### config.mk
export PLATFORM = sky130hd
export DESIGN_NAME = dda_line_rasterizer
export DESIGN_NICKNAME = d
export VERILOG_FILES = /design/src/hdl/dlr_pkg.sv /design/src/hdl/dda_line_rasterizer.sv /design/src/hdl/dlr_front.sv /design/src/hdl/dlr_queue.sv /design/src/hdl/dlr_back.sv
export SDC_FILE = /design/constraint.sdc
export NUM_CORES = 1
export LEC_CHECK = 0
export BUFFER_PORTS_ARGS = -buffer_cell sky130_fd_sc_hd__buf_2
export CAP_MARGIN = 20
export CORE_UTILIZATION = 50
export CTS_CLUSTER_DIAMETER = 50
export DETAILED_ROUTE_END_ITERATION = 10
export GPL_ROUTABILITY_DRIVEN = 0
export PLACE_DENSITY = 0.69
export SETUP_SLACK_MARGIN = 0.1
export SLEW_MARGIN = 20
export SYNTH_ARGS = -nofsm -noshare
export SYNTH_HDL_FRONTEND = slang
export SYNTH_SLANG_ARGS = --single-unit
### constraint.sdc
create_clock -name clk -period 8 [get_ports clk]
set_input_delay 1.2 -clock clk [delete_from_list [all_inputs] [get_ports clk]]
set_output_delay 1.2 -clock clk [all_outputs]
set_load 0.02 [all_outputs]
### src/hdl/dlr_pkg.sv
`default_nettype none

package dlr_pkg;

	localparam int COORD_BITS = 12;
	localparam int FRAC_BITS_DEFAULT = 16;
	localparam int QUEUE_DEPTH = 2;

	localparam logic OP_START = 1'b0;
	localparam logic OP_ADVANCE = 1'b1;

	typedef struct packed {
		logic operation;
		logic [COORD_BITS-1:0] start_x;
		logic [COORD_BITS-1:0] start_y;
		logic [COORD_BITS-1:0] end_x;
		logic [COORD_BITS-1:0] end_y;
	} dlr_in_t;

	typedef struct packed {
		logic [COORD_BITS-1:0] point_x;
		logic [COORD_BITS-1:0] point_y;
		logic last_point;
	} dlr_out_t;

	// Classified command handed from the front to the back.
	typedef struct packed {
		logic is_start;
		logic [COORD_BITS-1:0] start_x;
		logic [COORD_BITS-1:0] start_y;
		logic [COORD_BITS-1:0] span;
		logic [COORD_BITS-1:0] minor_mag;
		logic major_x;
		logic neg_x;
		logic neg_y;
	} dlr_cmd_t;

	typedef enum logic [1:0] {
		BK_IDLE,
		BK_DIVIDE,
		BK_EMIT
	} dlr_back_state_t;

endpackage

`default_nettype wire

### src/hdl/dda_line_rasterizer.sv
// DDA line rasterizer.
// The input channel (in_valid, in_ready, in_data) takes one transaction per
// command: operation start loads two endpoints, operation advance asks for
// the next point of the current line. The output channel (out_valid,
// out_ready, out_data) returns the points, last_point marking the final one.
// An advance with no line in progress returns nothing.
// A front stage registers and classifies each command and writes it into a
// two-entry queue; the back end pops commands and does the stepping.
// An advance passes through the front stage and the queue, and the stepping
// adders put its point into the output register; the block sustains one
// advance per cycle while out_ready stays high and no start is dividing.
// A start runs a restoring divider for the minor-axis increment, one bit per
// cycle, and the next command waits behind it in the queue. A zero-length
// line skips the divider and goes straight to giving its first point.
// Reset clears the queue, the output valid flag and the line state; the block
// comes up idle with no line in progress.
// When the receiver stalls, the output register holds its point, the back end
// stops at the next point it must give, and the queue and front stage fill before in_ready drops.
`default_nettype none

module dda_line_rasterizer #(
	parameter int FRAC_BITS = dlr_pkg::FRAC_BITS_DEFAULT
) (
	input  wire logic clk,
	input  wire logic arst_n,
	input  wire logic in_valid,
	output logic in_ready,
	input  wire dlr_pkg::dlr_in_t in_data,
	output logic out_valid,
	input  wire logic out_ready,
	output dlr_pkg::dlr_out_t out_data
);

	logic push_valid;
	logic push_ready;
	dlr_pkg::dlr_cmd_t push_data;
	logic pop_valid;
	logic pop_ready;
	dlr_pkg::dlr_cmd_t pop_data;

	dlr_front u_front (
		.clk(clk),
		.arst_n(arst_n),
		.in_valid(in_valid),
		.in_ready(in_ready),
		.in_data(in_data),
		.push_valid(push_valid),
		.push_ready(push_ready),
		.push_data(push_data)
	);

	dlr_queue u_queue (
		.clk(clk),
		.arst_n(arst_n),
		.push_valid(push_valid),
		.push_ready(push_ready),
		.push_data(push_data),
		.pop_valid(pop_valid),
		.pop_ready(pop_ready),
		.pop_data(pop_data)
	);

	dlr_back #(
		.FRAC_BITS(FRAC_BITS)
	) u_back (
		.clk(clk),
		.arst_n(arst_n),
		.pop_valid(pop_valid),
		.pop_ready(pop_ready),
		.pop_data(pop_data),
		.out_valid(out_valid),
		.out_ready(out_ready),
		.out_data(out_data)
	);

endmodule

`default_nettype wire

### src/hdl/dlr_front.sv
`default_nettype none

module dlr_front (
	input  wire logic clk,
	input  wire logic arst_n,
	input  wire logic in_valid,
	output logic in_ready,
	input  wire dlr_pkg::dlr_in_t in_data,
	output logic push_valid,
	input  wire logic push_ready,
	output dlr_pkg::dlr_cmd_t push_data
);

	localparam int CB = dlr_pkg::COORD_BITS;

	logic valid_s1;
	dlr_pkg::dlr_cmd_t cmd_s1;
	dlr_pkg::dlr_cmd_t cmd_d;

	logic signed [CB:0] dx;
	logic signed [CB:0] dy;
	logic [CB-1:0] ax;
	logic [CB-1:0] ay;

	always_comb begin
		dx = $signed({1'b0, in_data.end_x}) - $signed({1'b0, in_data.start_x});
		dy = $signed({1'b0, in_data.end_y}) - $signed({1'b0, in_data.start_y});
		ax = dx[CB] ? CB'(-dx) : dx[CB-1:0];
		ay = dy[CB] ? CB'(-dy) : dy[CB-1:0];
		cmd_d.is_start = (in_data.operation == dlr_pkg::OP_START);
		cmd_d.start_x = in_data.start_x;
		cmd_d.start_y = in_data.start_y;
		// Ties go to x; both increments then come out at full magnitude.
		cmd_d.major_x = (ax >= ay);
		cmd_d.span = (ax >= ay) ? ax : ay;
		cmd_d.minor_mag = (ax >= ay) ? ay : ax;
		cmd_d.neg_x = dx[CB];
		cmd_d.neg_y = dy[CB];
	end

	assign in_ready = !valid_s1 || push_ready;
	assign push_valid = valid_s1;
	assign push_data = cmd_s1;

	always_ff @(posedge clk or negedge arst_n) begin
		if (!arst_n) begin
			valid_s1 <= 1'b0;
		end else if (in_valid && in_ready) begin
			valid_s1 <= 1'b1;
		end else if (push_ready) begin
			valid_s1 <= 1'b0;
		end
	end

	always_ff @(posedge clk) begin
		if (in_valid && in_ready) begin
			cmd_s1 <= cmd_d;
		end
	end

endmodule

`default_nettype wire

### src/hdl/dlr_queue.sv
`default_nettype none

module dlr_queue (
	input  wire logic clk,
	input  wire logic arst_n,
	input  wire logic push_valid,
	output logic push_ready,
	input  wire dlr_pkg::dlr_cmd_t push_data,
	output logic pop_valid,
	input  wire logic pop_ready,
	output dlr_pkg::dlr_cmd_t pop_data
);

	localparam int DEPTH = dlr_pkg::QUEUE_DEPTH;
	localparam int PW = (DEPTH > 1) ? $clog2(DEPTH) : 1;
	localparam int CW = $clog2(DEPTH + 1);

	dlr_pkg::dlr_cmd_t entry_q [DEPTH];
	logic [PW-1:0] wr_ptr_q;
	logic [PW-1:0] rd_ptr_q;
	logic [CW-1:0] count_q;
	logic do_push;
	logic do_pop;

	assign push_ready = (count_q != CW'(DEPTH));
	assign pop_valid = (count_q != '0);
	assign pop_data = entry_q[rd_ptr_q];
	assign do_push = push_valid && push_ready;
	assign do_pop = pop_valid && pop_ready;

	function automatic logic [PW-1:0] ptr_inc(input logic [PW-1:0] p);
		ptr_inc = (p == PW'(DEPTH - 1)) ? '0 : p + PW'(1);
	endfunction

	always_ff @(posedge clk or negedge arst_n) begin
		if (!arst_n) begin
			wr_ptr_q <= '0;
			rd_ptr_q <= '0;
			count_q <= '0;
		end else begin
			if (do_push) begin
				wr_ptr_q <= ptr_inc(wr_ptr_q);
			end
			if (do_pop) begin
				rd_ptr_q <= ptr_inc(rd_ptr_q);
			end
			if (do_push && !do_pop) begin
				count_q <= count_q + CW'(1);
			end else if (do_pop && !do_push) begin
				count_q <= count_q - CW'(1);
			end
		end
	end

	always_ff @(posedge clk) begin
		if (do_push) begin
			entry_q[wr_ptr_q] <= push_data;
		end
	end

endmodule

`default_nettype wire

### src/hdl/dlr_back.sv
`default_nettype none

module dlr_back #(
	parameter int FRAC_BITS = dlr_pkg::FRAC_BITS_DEFAULT
) (
	input  wire logic clk,
	input  wire logic arst_n,
	input  wire logic pop_valid,
	output logic pop_ready,
	input  wire dlr_pkg::dlr_cmd_t pop_data,
	output logic out_valid,
	input  wire logic out_ready,
	output dlr_pkg::dlr_out_t out_data
);

	localparam int CB = dlr_pkg::COORD_BITS;
	localparam int AW = CB + FRAC_BITS + 2;
	localparam int SW = FRAC_BITS + 2;
	localparam int NW = $clog2(FRAC_BITS + 1);

	dlr_pkg::dlr_back_state_t state_q;
	dlr_pkg::dlr_back_state_t state_d;

	// The accumulators hold the position plus one half, so rounding is a shift.
	logic signed [AW-1:0] accum_x_q;
	logic signed [AW-1:0] accum_y_q;
	logic signed [SW-1:0] step_x_q;
	logic signed [SW-1:0] step_y_q;
	logic [CB-1:0] points_left_q;
	logic line_active_q;

	logic [CB-1:0] span_q;
	logic [CB-1:0] rem_q;
	logic [FRAC_BITS:0] quot_q;
	logic [NW-1:0] div_cnt_q;
	logic major_x_q;
	logic neg_x_q;
	logic neg_y_q;

	logic out_valid_q;
	dlr_pkg::dlr_out_t out_q;

	logic slot_free;
	logic do_load;
	logic do_advance;
	logic do_divide;
	logic do_emit;

	logic signed [AW-1:0] next_x;
	logic signed [AW-1:0] next_y;
	logic [CB-1:0] pl_next;
	logic [CB:0] rem_sh;
	logic rem_ge;
	logic signed [SW-1:0] minor_step;
	logic signed [SW-1:0] major_step;
	logic minor_eq;

	localparam logic signed [AW-1:0] HALF = AW'(1) << (FRAC_BITS - 1);

	function automatic logic [CB-1:0] round_coord(input logic signed [AW-1:0] v);
		logic [CB:0] r;
		r = v[AW-2:FRAC_BITS];
		if (v[AW-1]) begin
			round_coord = '0;
		end else if (r[CB]) begin
			round_coord = '1;
		end else begin
			round_coord = r[CB-1:0];
		end
	endfunction

	function automatic logic signed [SW-1:0] apply_sign(input logic signed [SW-1:0] m,
			input logic neg);
		apply_sign = neg ? -m : m;
	endfunction

	assign slot_free = !out_valid_q || out_ready;
	assign out_valid = out_valid_q;
	assign out_data = out_q;

	assign next_x = accum_x_q + AW'(step_x_q);
	assign next_y = accum_y_q + AW'(step_y_q);
	assign pl_next = points_left_q - CB'(1);
	assign rem_sh = {rem_q, 1'b0};
	assign rem_ge = (rem_sh >= {1'b0, span_q});
	assign minor_step = $signed({1'b0, quot_q});
	assign major_step = SW'(1) << FRAC_BITS;
	assign minor_eq = (pop_data.minor_mag == pop_data.span);

	always_comb begin
		state_d = state_q;
		pop_ready = 1'b0;
		do_load = 1'b0;
		do_advance = 1'b0;
		do_divide = 1'b0;
		do_emit = 1'b0;
		case (state_q)
			dlr_pkg::BK_IDLE: begin
				if (pop_valid) begin
					if (pop_data.is_start) begin
						pop_ready = 1'b1;
						do_load = 1'b1;
						state_d = (pop_data.span == '0) ? dlr_pkg::BK_EMIT
							: dlr_pkg::BK_DIVIDE;
					end else if (!line_active_q) begin
						// Nothing to advance: the transaction is dropped.
						pop_ready = 1'b1;
					end else if (slot_free) begin
						pop_ready = 1'b1;
						do_advance = 1'b1;
					end
				end
			end
			dlr_pkg::BK_DIVIDE: begin
				do_divide = 1'b1;
				if (div_cnt_q == NW'(1)) begin
					state_d = dlr_pkg::BK_EMIT;
				end
			end
			dlr_pkg::BK_EMIT: begin
				if (slot_free) begin
					do_emit = 1'b1;
					state_d = dlr_pkg::BK_IDLE;
				end
			end
			default: begin
				state_d = dlr_pkg::BK_IDLE;
			end
		endcase
	end

	always_ff @(posedge clk or negedge arst_n) begin
		if (!arst_n) begin
			state_q <= dlr_pkg::BK_IDLE;
		end else begin
			state_q <= state_d;
		end
	end

	always_ff @(posedge clk or negedge arst_n) begin
		if (!arst_n) begin
			accum_x_q <= '0;
			accum_y_q <= '0;
			step_x_q <= '0;
			step_y_q <= '0;
			points_left_q <= '0;
			line_active_q <= 1'b0;
			div_cnt_q <= '0;
			out_valid_q <= 1'b0;
		end else begin
			if (do_load) begin
				accum_x_q <= AW'({pop_data.start_x, FRAC_BITS'(0)}) | HALF;
				accum_y_q <= AW'({pop_data.start_y, FRAC_BITS'(0)}) | HALF;
				points_left_q <= pop_data.span;
				line_active_q <= (pop_data.span != '0);
				div_cnt_q <= NW'(FRAC_BITS);
			end else if (do_advance) begin
				accum_x_q <= next_x;
				accum_y_q <= next_y;
				points_left_q <= pl_next;
				line_active_q <= (pl_next != '0);
			end else if (do_divide) begin
				div_cnt_q <= div_cnt_q - NW'(1);
			end
			if (do_emit) begin
				step_x_q <= apply_sign(major_x_q ? major_step : minor_step, neg_x_q);
				step_y_q <= apply_sign(major_x_q ? minor_step : major_step, neg_y_q);
			end
			if (do_emit || do_advance) begin
				out_valid_q <= 1'b1;
			end else if (out_ready) begin
				out_valid_q <= 1'b0;
			end
		end
	end

	// Restoring divider for the minor axis: one quotient bit per cycle.
	always_ff @(posedge clk) begin
		if (do_load) begin
			span_q <= pop_data.span;
			major_x_q <= pop_data.major_x;
			neg_x_q <= pop_data.neg_x;
			neg_y_q <= pop_data.neg_y;
			rem_q <= minor_eq ? '0 : pop_data.minor_mag;
			quot_q <= {FRAC_BITS'(0), minor_eq};
		end else if (do_divide) begin
			rem_q <= rem_ge ? CB'(rem_sh - {1'b0, span_q}) : rem_sh[CB-1:0];
			quot_q <= {quot_q[FRAC_BITS-1:0], rem_ge};
		end
	end

	always_ff @(posedge clk) begin
		if (do_emit) begin
			out_q.point_x <= round_coord(accum_x_q);
			out_q.point_y <= round_coord(accum_y_q);
			out_q.last_point <= !line_active_q;
		end else if (do_advance) begin
			out_q.point_x <= round_coord(next_x);
			out_q.point_y <= round_coord(next_y);
			out_q.last_point <= (pl_next == '0);
		end
	end

endmodule

`default_nettype wire
==> results of run 1 <==
==> synth_stat cells, drive strengths merged, types with 5 or more instances <==
| cell | number | area share (%) |
|---|---|---|
| a221o | 27 | 1.4 |
| mux2i | 76 | 3.9 |
| o21bai | 12 | 0.46 |
| nor2 | 148 | 2.9 |
| nand4 | 20 | 0.64 |
| nor3 | 28 | 0.71 |
| nor2b | 12 | 0.38 |
| nand3 | 54 | 1.4 |
| o31ai | 16 | 0.61 |
| edfxtp | 209 | 32 |
| dfrtp | 122 | 16 |
| o211ai | 13 | 0.50 |
| a21o | 40 | 1.5 |
| xor2 | 53 | 2.4 |
| clkbuf | 66 | 1.3 |
| ha | 115 | 7.3 |
| dfxtp | 16 | 1.6 |
| or3 | 12 | 0.47 |
| nand2b | 24 | 0.77 |
| a31oi | 14 | 0.45 |
| buf | 18 | 0.43 |
| o221ai | 8 | 0.36 |
| and3 | 7 | 0.22 |
| or2 | 6 | 0.20 |
| o21a | 15 | 0.57 |
| o22ai | 25 | 0.80 |
| nand2 | 188 | 3.6 |
| and2 | 5 | 0.16 |
| inv | 106 | 2.0 |
| xnor2 | 80 | 3.6 |
| a21oi | 125 | 3.2 |
| o21ai | 152 | 3.9 |
| o41ai | 5 | 0.22 |
| a211oi | 16 | 0.61 |
| fa | 5 | 0.51 |
| nor4 | 9 | 0.29 |
| o31a | 7 | 0.31 |
==> power breakdown <==
group	leakage, nW	switching (mW)	internal (mW)
logic	5.00	2.81	1.80
registers	3.65	0.446	2.81
clock network	0.745	0.800	1.23
total	9.40	4.05	5.83
==> how the worst max path moves through the flow <==
stage	from	to	slack (ns)	cells past startpoint
6_report	in_data[12]	u_front.push_data[15]	2.12	24
5_1_grt	in_data[12]	u_front.push_data[15]	1.73	24
3_5_place_dp	in_data[12]	u_front.push_data[15]	1.63	24
4_1_cts	in_data[12]	u_front.push_data[15]	2.19	24
3_3_place_gp	in_data[0]	u_front.push_data[14]	1.83	21
2_1_floorplan	in_data[0]	u_front.push_data[11]	2.34	21
==> layer usage <==
layer  global-route usage, %  wire length, µm  vias to the layer above
met5                       0                0                        -
met4                   6.050              840                        0
met3                   3.142             2236                       64
met2                   37.60            21620                      383
met1                   31.16            20400                     7065
li1                        -                -                     7136
==> layout make-up <==
cell class | instances | area share (%)
well taps | 518 | 2.945
inverters | 108 | 1.842
multi-input cells | 1378 | 42.09
clock inverters | 27 | 1.211
clock buffers | 57 | 5.702
repair buffers | 95 | 2.354
flip-flops and latches | 347 | 43.85
==> sequential cells by signal, indices dropped and copies added (netlist names) <==
name and flops:
u_front.push_valid 1, u_back.quot_q 17, u_back.out_data 25, u_queue.entry_q 104, u_back.step_y_q 18, u_back.neg_x_q 1
u_back.state_q 2, u_back.neg_y_q 1, u_queue.wr_ptr_q 1, u_back.accum_y_q 30, u_queue.rd_ptr_q 1, u_back.div_cnt_q 5
u_back.step_x_q 18, u_front.push_data 52, u_back.accum_x_q 30, u_queue.count_q 2, u_back.out_valid 1, u_back.points_left_q 12
u_back.span_q 12, u_back.line_active_q 1, u_back.rem_q 12, u_back.major_x_q 1
==> critical path, stage by stage <==
cell and delay [ns]:
buf_2 0.07, inv_1 0.03, ha_1 0.21, fa_1 0.42, nor2b_1 0.17, o31a_1 0.25
o31ai_1 0.11, a21oi_1 0.25, a31oi_1 0.12, a21oi_1 0.35, clkinv_1 0.35, nand2_1 0.16
xor2_1 0.25, inv_1 0.08, ha_1 0.32, a21o_1 0.19, a211oi_1 0.22, o21ai_0 0.14
o221a_2 0.27, o211ai_1 0.15, nand2_1 0.31, buf_4 0.36, nor2_1 0.12, a21oi_1 0.05
==> per-stage QoR <==
| step | instance area [µm²] | worst slack (ns) | hold WS [ns] |
|---|---|---|---|
| 2_1_floorplan | 19610 | 2.338 | 0.4215 |
| 3_3_place_gp | 20480 | 1.834 | 0.4259 |
| 3_5_place_dp | 20480 | 1.629 | 0.4304 |
| 4_1_cts | 22000 | 2.191 | 0.4443 |
| 5_1_grt | 22010 | 1.733 | 0.4547 |
| 6_report | 22010 | 2.116 | 0.4440 |
==> kinds of logic (layout without fill, tap and decap cells) <==
logic type | Yosys count | after routing | share of synthesized area [%]
buf+inv | 192 | 287 | 3.764
flops | 347 | 347 | 49.20
xor+xnor | 133 | 133 | 5.939
simple gates | 531 | 531 | 12.50
compound gates | 515 | 515 | 16.71
mux | 79 | 79 | 4.051
fa+ha+maj | 120 | 120 | 7.846
==> results by stage, run 1 <==
Timing:
- The number of max-slew violations in the final report is 0.
- The worst-case headroom to the max-slew limit is 31.08%.
- The worst path in the final design needs a cycle of 5.884 ns, including I/O delays and setup.
- The worst clock skew is 0.01956 ns.
- Timing would allow up to 0.1700 GHz.
- The part of the cycle the worst path needs is 73.55%.
- Setup repair after global routing left no endpoint under its margin.
- The final setup TNS is 0 ns.
- The number of failing hold endpoints at the final stage is 0.
- Setup violations remaining at the end of the flow were counted as 0.
- For the pin with the worst max-slew slack, the measured transition is 1.028 ns.

Detailed routing:
- After detailed routing, the number of vias per cell comes to 5.790.
- Summing over every cut layer, the via total after detailed routing is 14,650.
- After detailed routing, the number of remaining DRC violations is 0.
- The first routing iteration left 912 violations.
- For this run, the detailed router's first-pass iteration total came to 5.
- After detailed routing, the average wire length per cell comes to 17.82 µm.
- The count of nets left with antenna violations once routing finished came out at 0.
- The total length of routed wires is 45.10 mm.

Die:
- For this configuration, the core starts out at a cell density of 50.75%.
- The area of the core is 38,650 µm².
- The die outline width is 200.1 µm.
- The floorplan has 72 rows.
- The die covers 40,020 µm².
- The I/O pin total is 80.
- From bottom edge to top edge, the die measures 200.1 µm.

Worst hold path:
- The worst hold endpoint is u_queue.entry_q[0][30].
- The min-delay analysis places its worst path in the category reg -> reg.
- The hold path startpoint is u_front.push_data[30].
- Counting instances, the worst hold path has a depth of 0.

Synth:
- The post-synth net total is 2,090.
- Synthesis produced a netlist whose cell count is 1,917.
- The share of synthesized area occupied by flip-flops and latches is 49.20%.
- The mean instance size in the synthesized netlist is 10.23 µm².
- The netlist area before placement is 19,610 µm².
- The count of flip-flops with a built-in enable after synthesis is 209.
- The number of different library cells used by synthesis comes to 79.
- The flip-flop and latch count after synthesis is 347.
- Yosys printed 0 warnings.
- The most used flip-flop cell after synthesis is edfxtp_1.
- After synthesis, the share of flip-flops with an asynchronous set or reset is 35.16%.

Placement:
- The number of instances in the placed design is 2,446.
- The quantity of I/O buffers inserted on ports is 79.
- The HPWL after detailed placement is 31.86 mm.

Global route:
- After global routing the overflow that remains totals 0.
- For this run, the total global-route usage over all layers was measured as 22.67%.
- Entering global routing, the biggest net connects 76 pins.
- The via count of the first global-routing pass is 14,090.
- The first global-routing pass estimated 72.12 mm of wire.
- The initial antenna violation count is 0.

Worst setup path:
- STA classifies the critical path startpoint as an input port.
- The critical path is of the in -> reg type.
- The worst register-to-register path begins at u_back.step_x_q[2].
- STA classifies the critical path endpoint as a flip-flop.
- The capture instance of the worst register-to-register path is u_back.out_data[18].
- The maximum fanout along the worst path is 18.
- The arrival time at the worst endpoint is 6.17 ns.
- The endpoint required time on the critical path is 8.29 ns.
- The slack of the worst reg-to-reg path is 3.90 ns.
- Counting cells, the worst reg-to-reg path comes to 10.

Layout:
- The growth of design area from synthesis to finish is 12.20%.
- The fraction of layout instances using a drive strength above 1 is 9.940%.
- Leaving out fill and tap cells, the most frequent cell in the layout is edfxtp_1.
- The utilization after layout is 56.94%.
- The layout filler cell count is 3,276.
- Registers take 9651 µm².
- The number of antenna repair diodes is 0.
- Leaving out fill and tap cells, the most frequent cells in the layout are edfxtp_1 (209), nand2_1 (188), o21ai_0 (147).
- At the end of the flow, the number of nets in the layout was 2,148.
- In the final layout, the multi-input gates occupy 9264 µm².
- The number of non-filler instances in the completed layout is 2,530.

Clock network:
- TritonCTS built the clock tree.
- The total CTS buffers is 45.
- The clock insertion delay at the later pin of the skew report is 0.55 ns.
- The post-cts hold buffer count is 0.
- The master cell of the clock root buffer is clkbuf_16.
- The clock sink count is 347.
- The number of H-tree levels is 2.
- Post-CTS repair changed the size of 0 cells.
- The clock transition time at the flip-flop clock pins of the worst setup and hold paths is 0.06 ns.
- The clock passes through at most 3 buffers.
- The buffers inserted during post-CTS setup optimization is 0.

Run:
- Across the run, the number of max-cap violations was 0.

Status:
- The flow ran to the end, and the final reports show no timing, DRC or antenna violations.

Power and ir drop:
- The completed layout was analyzed and its total power is 9.889 mW.
- The static leakage is 9.402 nW.
- For this design the ratio of total power to cell area is 449.3 nW/µm².
- VDD sags by at most 0.2158 mV.
Note: power is estimated with default switching activity, not from simulation.
==> run 2, diff against run 1 <==
==> constraint.sdc (replaced) <==
create_clock -name clk -period 6.1 [get_ports clk]
set_input_delay 0.915 -clock clk [delete_from_list [all_inputs] [get_ports clk]]
set_output_delay 0.915 -clock clk [all_outputs]
set_load 0.02 [all_outputs]
==> run 2 against run 1 <==
  * Global-route usage rose by 0.46 points
  * Largest power group unchanged
  * Critical path depth did not move
  * Design area fell by 0.11%
  * Highest routed layer unchanged
==> results by stage, run 2 (synthesized netlist as in run 1, its figures left out) <==
Detailed routing:
- The antenna violation net count after detailed routing was 0 (unchanged).
- The detailed-route via count is 14,720 (+0.46%).
- The detail-routed via count per cell is 5.826 (+0.62%).
- The DRC violations left is 0 (unchanged).
- The number of detailed-route iterations in the first pass is 6 (+1).
- The total length of routed wires is 45.82 mm (+1.6%).
- The routed wirelength normalized by instance count was 18.14 µm (+1.8%).
- The number of design-rule violations left by the first detailed-router iteration is 975 (+6.9%).

Layout:
- The number of nets at the end of the flow came to 2,147 (-0.047%).
- In the layout the commonest cells are edfxtp_1 (209), nand2_1 (188), o21ai_0 (148).
- The most frequent standard cell in the layout excluding fill and tap cells is edfxtp_1.
- The fraction of layout instances using a drive strength above 1 came to 9.960% (+0.020 points).
- The number of flip-flops under the largest register name is 104 (unchanged).
- The growth of design area from synthesis to finish is 12.08%.
- The number of non-filler instances in the completed layout is 2,526 (-0.16%).
- The number of antenna repair diodes came to 0 (unchanged).
- Counting flops per register, the top entry is u_queue.entry_q.

Global route:
- The via count of the first global-routing pass is 14,140 (+0.37%).
- The global-route wire length before repair is 73.17 mm (+1.5%).
- The initial antenna violation count is 0 (unchanged).
- The residual overflow from global routing is 0 (unchanged).
- The aggregate global-route resource usage came to 23.13% (+0.46 points).
- The maximum number of pins on one net before global-route repair is 76 (unchanged).

Timing:
- The number of max-slew violations in the final report came to 0 (unchanged).
- The achievable clock frequency is 0.1969 GHz.
- The worst-case headroom to the max-slew limit is 32.20% (+1.1 points).
- The transition time of the tightest slew-check pin came to 1.011 ns (-0.01665 ns).
- Setup repair after global routing left no endpoint under its margin.
- The smallest clock period supported by the final layout is computed as 5.079 ns.
- The number of failing hold endpoints at the final stage is 0 (unchanged).
- The final setup TNS is 0 ns (unchanged).
- The setup-violating endpoint count in the final report is 0 (unchanged).
- The setup slack after layout is 1.021 ns (-1.095 ns).
- In the finished design, the share of the clock period the worst path needs comes to 83.26%.
- The worst-case hold slack is 0.4394 ns (-0.004587 ns).
- The worst clock skew is 0.02309 ns (+0.003535 ns).

Worst setup path:
- The worst setup path is captured at a flip-flop.
- The slack of the worst reg-to-reg path is 1.90 ns (-2.00 ns).
- The arrival time at the worst endpoint is 5.36 ns (-0.81 ns).
- The worst setup path is of the in -> reg kind.
- The nature of the critical path startpoint is an input port.
- The worst reg2reg path depth was 10 (unchanged).
- The capture instance of the worst register-to-register path is u_back.out_data[17].
- The critical register-to-register path startpoint is u_back.step_x_q[2].
- The endpoint required time on the critical path came to 6.38 ns (-1.91 ns).
- The maximum fanout along the worst path is 16 (-2).

Clock network:
- The number of H-tree levels is 2 (unchanged).
- The master cell of the clock root buffer is clkbuf_16.
- The total CTS buffers is 42 (-6.7%).
- The clock insertion delay at the later pin of the skew report was 0.56 ns (about the same).
- The buffers inserted during post-CTS setup optimization is 0 (unchanged).
- The post-cts hold buffer count came to 0 (unchanged).
- The clock transition time at the flip-flop clock pins of the worst setup and hold paths is 0.06 ns (about the same).
- The post-CTS resize count is 0 (unchanged).
- TritonCTS built the clock tree.
- The clock sink count is 347 (unchanged).
- The maximum count of clock buffers along a single path is 3 (unchanged).

Worst hold path:
- The worst hold path terminates at u_queue.entry_q[1][15].
- The number of instances on the worst hold path is 0 (unchanged).
- The path type of the worst min-delay path is reg -> reg.
- In this run the most critical hold path is launched from u_front.push_data[15].

Status:
- The run finished with clean final reports.

Power and ir drop:
- The total chip power is 13.00 mW (+31%).
- The maximum VDD drop is 0.3072 mV (+42%).
- The static leakage is 9.387 nW (-0.17%).
- The power per cell area is 591.2 nW/µm² (+32%).

Die:
- The die span in y is 200.1 µm (unchanged).
- The I/O pin total is 80 (unchanged).
- The initial core utilization came to 50.75% (unchanged).
- The die area is 40,020 µm² (unchanged).
- The die outline width came to 200.1 µm (unchanged).
- The cell row count is 72 (unchanged).
- The area of the core is 38,650 µm² (unchanged).

Placement:
- The number of instances in the placed design is 2,448 (+0.082%).
- The HPWL after detailed placement is 32.57 mm (+2.2%).
- The quantity of I/O buffers inserted on ports is 79 (unchanged).
- The post-placement worst setup slack is 0.5765 ns (-1.053 ns).

Run:
- The max-cap check violation count is 0 (unchanged).
==> run 2: worst max-delay path, stage by stage <==
cell and delay (ns):
buf_2 0.08, inv_1 0.03, ha_1 0.21, fa_1 0.42
nor2b_1 0.18, o31a_1 0.23, o31ai_1 0.11, a21oi_1 0.28
a31oi_1 0.13, a21oi_1 0.15, buf_4 0.16, clkinv_1 0.25
nand2_1 0.16, xor2_1 0.25, inv_1 0.07, ha_1 0.31
a21o_1 0.18, a211oi_1 0.24, o21ai_0 0.12, o221a_2 0.26
o211ai_1 0.15, nand2_1 0.09, buf_4 0.22, mux2i_1 0.17
==> run 2: layout make-up <==
| type | count | area, µm² |
|---|---|---|
| multi-input cells | 1378 | 9264 |
| clock inverters | 27 | 335.3 |
| clock buffers | 51 | 1146 |
| flip-flops and latches | 347 | 9651 |
| well taps | 518 | 648.1 |
| inverters | 108 | 405.4 |
| repair buffers | 97 | 533.0 |
| fillers | 3256 | 16660 |
==> run 2: metrics by stage <==
stage                     utilization (%)  instance area [µm²]
final                               56.88                21980
after floorplan                         -                19610
after CTS                           56.87                21980
after detailed placement            53.04                20500
after global placement              53.02                20490
after global routing                56.88                21980
==> run 2: worst max-delay path by stage <==
stage,depth (start not counted),startpoint,slack [ns],to
global route,23,in_data[0],0.76,u_front.push_data[15]
global placement,21,in_data[0],0.72,u_front.push_data[14]
floorplan,21,in_data[0],0.72,u_front.push_data[11]
finish,24,in_data[12],1.02,u_front.push_data[12]
CTS,24,in_data[12],1.13,u_front.push_data[12]
detailed placement,24,in_data[12],0.58,u_front.push_data[26]
==> run 2: routing by layer <==
layer	wire length (µm)	share of wire, %	track usage [%]
met4	920	2.0	6.672
met3	2583	5.6	4.049
met1	20020	44	30.56
met5	0	0	0
met2	22300	49	38.94
==> run 2: power by group <==
part / leakage, nW / switching, mW / internal, mW / total, mW
sequential: 3.65 / 0.641 / 3.69 / 4.33
combinational: 5.01 / 3.68 / 2.36 / 6.04
clock: 0.720 / 1.02 / 1.61 / 2.62
total: 9.39 / 5.34 / 7.66 / 13.0
